<file path="src/evr_pkg.sv">
`timescale 1ns / 1ps
// Shared widths, constants, types and the Q30 product helper for the Euler rotation block.
package evr_pkg;

	localparam int COORD_W = 32;
	localparam int ANGLE_W = 16;
	localparam int FRAC = 30;
	localparam int Q_W = 32;              // signed Q2.30 sine/cosine and matrix products
	localparam int U_W = FRAC + 1;        // quarter-wave argument, 0 .. 2^30
	localparam int P_W = 32;              // Horner partial result
	localparam int MAT_W = Q_W + 1;       // matrix entry, sum of two Q30 products
	localparam int PROD_W = COORD_W + MAT_W;
	localparam int ACC_W = PROD_W + 2;
	localparam int SHIFT_W = ACC_W - FRAC;
	localparam int FRONT_LAT = 10;        // angle in to front entry out
	localparam int FIFO_DEPTH = 4;
	localparam int PTR_W = $clog2(FIFO_DEPTH);

	localparam logic [Q_W-1:0] ONE_Q30 = Q_W'(64'd1 << FRAC);
	localparam logic [P_W-1:0] POLY_A9 = 32'd172272;
	// Horner coefficients in the order they are applied
	localparam logic [P_W-1:0] POLY_COEF [4] = '{32'd5026995, 32'd85569306,
		32'd693598669, 32'd1686629713};

	typedef enum logic [1:0] {
		CMD_ROT_X = 2'd0,
		CMD_ROT_Y = 2'd1,
		CMD_ROT_Z = 2'd2,
		CMD_EULER = 2'd3
	} cmd_t;

	typedef struct packed {
		cmd_t cmd;
		logic [2:0][COORD_W-1:0] vec;
		logic [COORD_W-1:0] w;
	} item_t;

	typedef struct packed {
		logic [8:0][MAT_W-1:0] mat;
		logic [2:0][COORD_W-1:0] vec;
		logic [COORD_W-1:0] w;
	} entry_t;

	// Q30 product rounded half up (floor of product + 2^29)
	function automatic logic signed [Q_W-1:0] qmul(input logic signed [Q_W-1:0] a,
		input logic signed [Q_W-1:0] b);
		logic signed [2*Q_W-1:0] p;
		p = a * b;
		p = p + $signed((2*Q_W)'(64'd1 << (FRAC - 1)));
		return p[FRAC+Q_W-1:FRAC];
	endfunction

endpackage

</file>
<file path="src/evr_fifo.sv">
`timescale 1ns / 1ps
// Small queue between front and back; pops whenever it holds an entry, registered read.
module evr_fifo (
	input  logic             clk,
	input  logic             arst_n,
	input  logic             push,
	input  evr_pkg::entry_t  din,
	output logic             full,
	output evr_pkg::entry_t  dout,
	output logic             dout_vld
);

	evr_pkg::entry_t           mem [evr_pkg::FIFO_DEPTH];
	logic [evr_pkg::PTR_W-1:0] wr_q, rd_q;
	logic [evr_pkg::PTR_W:0]   count_q;
	logic                      pop;

	assign pop = (count_q != '0);
	assign full = (count_q == (evr_pkg::PTR_W+1)'(evr_pkg::FIFO_DEPTH));

	always_ff @(posedge clk or negedge arst_n) begin
		if (!arst_n) begin
			wr_q <= '0;
			rd_q <= '0;
			count_q <= '0;
			dout_vld <= 1'b0;
		end else begin
			if (push) wr_q <= wr_q + 1'b1;
			if (pop) rd_q <= rd_q + 1'b1;
			count_q <= count_q + (evr_pkg::PTR_W+1)'(push) - (evr_pkg::PTR_W+1)'(pop);
			dout_vld <= pop;
		end
	end

	always_ff @(posedge clk) begin
		if (push) mem[wr_q] <= din;
		if (pop) dout <= mem[rd_q];
	end

	a_no_overflow: assert property (@(posedge clk) disable iff (!arst_n) !(push && full))
		else $error("queue push while full");
	a_count_range: assert property (@(posedge clk) disable iff (!arst_n)
		count_q <= (evr_pkg::PTR_W+1)'(evr_pkg::FIFO_DEPTH))
		else $error("queue count out of range");
	a_count_up: assert property (@(posedge clk) disable iff (!arst_n)
		push && !pop |=> count_q == $past(count_q) + 1'b1)
		else $error("queue count did not follow push");

endmodule

</file>
<file path="config.mk">
export PLATFORM = sky130hd
export DESIGN_NAME = evr_fifo
export DESIGN_NICKNAME = d
export VERILOG_FILES = /design/src/evr_pkg.sv /design/src/evr_fifo.sv
export SDC_FILE = /design/constraint.sdc
export NUM_CORES = 2
export LEC_CHECK = 0
export ABC_CLOCK_PERIOD_IN_PS = 11900
export BUFFER_PORTS_ARGS = -buffer_cell sky130_fd_sc_hd__buf_2
export CAP_MARGIN = 15
export CORE_MARGIN = 1
export CORE_UTILIZATION = 50
export CTS_CLUSTER_SIZE = 16
export DETAILED_ROUTE_END_ITERATION = 16
export PLACE_DENSITY = 0.73
export RECOVER_POWER = 100
export SLEW_MARGIN = 25
export SYNTH_ARGS = -nofsm -noshare
export SYNTH_HDL_FRONTEND = slang
export SYNTH_SLANG_ARGS = --single-unit
</file>
<file path="constraint.sdc">
create_clock -name clk -period 11.9 [get_ports clk]
set_input_delay 0.595 -clock clk [delete_from_list [all_inputs] [get_ports clk]]
set_output_delay 0.595 -clock clk [all_outputs]
set_load 0.02 [all_outputs]
</file>
# == Word-level counts from Yosys, hierarchy flattened ==
# Memories as Yosys holds them, arrays and structs flattened. A register that Yosys moved wholly into a read port is not among the register bits.
# Cells that the tools add are included.
# word_totals
regBits,8
mem_bits_rw,1700
wordCells,13
mem_count,1
# memory_table
name,words,word_bits,read_ports,rd_ports_with_merged_regs,wr,line,text
mem,4,425,1,1,1,evr_fifo.sv:13,evr_pkg::entry_t mem [evr_pkg::FIFO_DEPTH];
# op_classes
addsub,4
eq_ne,1
mux,2
reduce_logical,1
# ops
op,n
adder 2 x 1 -> 2 bit (second input constant),2
adder 3 x 1 -> 3 bit,1
== test 3 bit (second input constant),1
nonzero test 3 bit,1
subtractor 3 x 1 -> 3 bit,1
2-to-1 mux 1 bit,2

# == Logic depth before layout (Yosys ltp) ==
# depth
ltp_word,2
ltp_mapped,8

# == Least setup slack after synthesis ==
# No wires, ideal clock.
# synth_timing
kind,reg-to-reg
start,register count_q[2] in the netlist's numbering
end,register count_q[2] in the netlist's numbering
setup_ns,0.126
arrival_ns,11.914
required_time_ns,11.774
path_slack_ns,-0.139
path_stages_with_launch,9
n_path_buf,0
period_less_slack_ns,12.039
cell_sequence,dfrtp_1 > or3_1 > ha_1 > inv_1 > ha_1 > inv_1 > fa_1 > xnor2_1 > xnor2_1
# synth_via
elab_chain_len,2
word_cells_on_any_way,3
classes_between,add/sub: 2; reduce/logical: 1
# synth_lines
item,line,text
start: declaration,evr_fifo.sv:15,logic [evr_pkg::PTR_W:0] count_q;
start signal: assignment,evr_fifo.sv:30,count_q <= count_q + (evr_pkg::PTR_W+1)'(push) - (evr_pkg::PTR_W+1)'(pop);
nonzero test 3 bit,evr_fifo.sv:18,assign pop = (count_q != '0);
via pop,evr_fifo.sv:16,logic pop;
subtractor 3 x 1 -> 3 bit,evr_fifo.sv:30,
# The timed path passes the listed nets, and every way through them passes these cells.
# A chain may end at the register's enable or synchronous reset.

# == Worst setup path after layout ==
# layout_timing
start,register wr_q[0] in the netlist's numbering
end,"memory mem[3][139] in the netlist's numbering, enable pin"
# layout_rtl
item,line,text
start: declaration,evr_fifo.sv:14,"logic [evr_pkg::PTR_W-1:0] wr_q, rd_q;"
start signal: assignment,evr_fifo.sv:28,if (push) wr_q <= wr_q + 1'b1;
end: declaration,evr_fifo.sv:13,
# No word-level cell before the write port.

==> qor.csv <==
metric;value;unit
status;finished with violations;
failing checks;capacitance limit, slew limit;
largest net degree at the start of global routing;142;
initial antenna violation count;49;
commonest non-fill, non-tap cell in the layout;edfxtp_1;
Worst Max-Slew Pin Slew;4250;ps
Final GP Congestion;0.767;
crit share post-route;63.0;%
Global Route Usage Sum;21.2;%
drt first pass iters;5;
synthesized flop and latch total;2133;
via/cell ratio;5.51;
remaining antenna violation count;0;
RSZ-0062 raised after global routing;false;
Vias;34400;
Critical Path Max Stage Delay;2800;ps
CTS clk-pin slew, worst paths;60;ps
Area Growth Syn to Fin;21.8;%
Worst setup SP type;flip-flop;
Post-DP HPWL;90.2;mm
Crit Path Class;flip-flop to flip-flop;
Worst Hold Class;input port to flip-flop;
Synth area leader;edfxtp_1;
CP max stage cell;and2_0;
Final Hold Fails;0;
CTS tree;yes;
root buf cell;clkbuf_16;
Synth top area share;85.8;%
Final Max Slew Viols;881;
sequential share of the synthesized area;86.1;%
Final Setup Violations;0;
Die ar.;150000;um2
Final #Nets;4536;
overall power;23.4;mW
minimum clock period;7500;ps
share of cells above drive strength 1;16.8;%
starting density of the core;50.4;%
Netlist cell types;19;
Post-Synthesis Cells;2680;
synth warn;0;
max cap viols;19;
IO Port Bufs;854;
CTS sink count;2133;
Die Y;388;um
Arrival @ worst endpoint;7910;ps
CP Max Fanout;141;
P per Cell Area;258;nW/um2
CTS HTree Levels;4;
cts bufs inserted;200;
initial DRC count;2826;
clock skew after layout;45.9;ps
commonest non-fill, non-tap cells in the layout;edfxtp_1 (2125), clkbuf_1 (919), dlygate4sd3_1 (426);
row count;141;
DR WL/cell;26.1;um
setup TNS;0;ps
Peak VDD IR;247;uV
ranking of synthesized cells by area;edfxtp_1 (86%), mux4_2 (13%), buf_4 (0.30%);
number of I/O pins;855;
Synth Area per Inst;27.7;um2
Core ar.;148000;um2
post-synth net total;3115;
worst path bufs/invs;2;
Mapped Area;74400;um2
leakage power;29.0;nW
Critical Path RT;12310;ps
first-pass GRT wire length;235;mm
Post-Route WL;163;mm
Die X;388;um
vias in the first global route;36200;
clock buffer depth;3;
Worst setup EP type;flip-flop;
Top delay family on crit path;buffers and inverters;
Post-route DRC;0;
Max Clock Freq;133;MHz
grt total ovfl;0;
Clock Latency Late Sink;820;ps
CP cell instances;ha_1 > and2_0 > clkbuf_1 > buf_12;
relative slew slack;-183;%
## state kept, by name (all words and copies together) (netlist names)
signal,count
wr_q,2
dout_vld,1
mem,1700
rd_q,2
dout,425
count_q,3
## per-layer routing
layer / GRT usage, % / vias up / share of wire (%) / routed length, um
met2: 34.7 / 1625 / 50 / 81800
met5: 0 / - / 0.14 / 223
met1: 26.7 / 17900 / 37 / 59700
met3: 7.80 / 281 / 10 / 16900
met4: 6.18 / 36 / 2.6 / 4260
li1: - / 14500 / - / -
## timing repair
item / 4_1_cts / 5_1_grt
hold buffers: 426 / 0
resized for setup: 0 / 0
hold endpoints to repair: 1707 / 0
setup buffers: 0 / 0
## worst paths after layout
check	startpoint	endpoint	slack, ps	cells past startpoint
min in group asynchronous	arst_n	wr_q[0]$_DFFE_PN0P_	330	2
max reg2reg	wr_q[0]$_DFFE_PN0P_	mem[3][139]$_DFFE_PP_	4400	4
min reg2reg	wr_q[0]$_DFFE_PN0P_	wr_q[0]$_DFFE_PN0P_	560	1
max	wr_q[0]$_DFFE_PN0P_	mem[3][139]$_DFFE_PP_	4400	4
min	push	wr_q[0]$_DFFE_PN0P_	90	2
max in group asynchronous	arst_n	rd_q[0]$_DFFE_PN0N_	11140	2
## kinds of logic after synthesis
logic type / synth area share [%]
compound gates: 0.0168
flops: 86.1
buf+inv: 0.772
fa+ha+maj: 0.128
mux: 12.9
simple gates: 0.0572
xor+xnor: 0.0589
## cell usage after synthesis
cell type	count
inv_1	6
nor3b_1	1
fa_1	1
xnor2_1	3
ha_1	6
xor2_1	2
buf_6	5
mux4_2	425
buf_4	30
nand2_1	1
o21ai_0	1
edfxtp_1	2125
buf_1	12
or3_1	1
buf_2	36
o31ai_1	1
and2_1	4
dfrtp_1	8
clkbuf_1	12
## stage by stage
stage	hold WS, ps	utilization, %	area [um2]	std cells	worst slack (ps)
global route	50.2	61.3	90500	6221	3980
CTS	44.7	62.0	91600	6195	7590
finish	87.2	61.3	90500	6232	4400
global placement	486	54.8	80900	5401	7650
detailed placement	483	54.8	80900	5401	7610
floorplan	299	-	74400	2680	853
## power breakdown
| part | switching [mW] | leakage [nW] | internal [mW] |
|---|---|---|---|
| Combinational | 3.66 | 5.79 | 2.07 |
| Sequential | 0.703 | 20.1 | 10.8 |
| Clock | 2.72 | 3.07 | 3.42 |
## worst register-to-register path, stage by stage, from the launching register on
cell and delay, ps:
dfrtp_1 430, ha_1 170, and2_0 2800, clkbuf_1 2750, buf_12 550
## final cells by class
cell class | count | area (um2)
sequential | 2133 | 64000
fill | 9896 | 57100
multi-input combinational | 446 | 9770
timing repair buffer | 1314 | 7870
clock buffer | 257 | 5280
tap | 1930 | 2410
clock inverter | 111 | 1080
antenna | 35 | 87.6
inverter | 6 | 22.5
(Power assumes the default switching activity.)
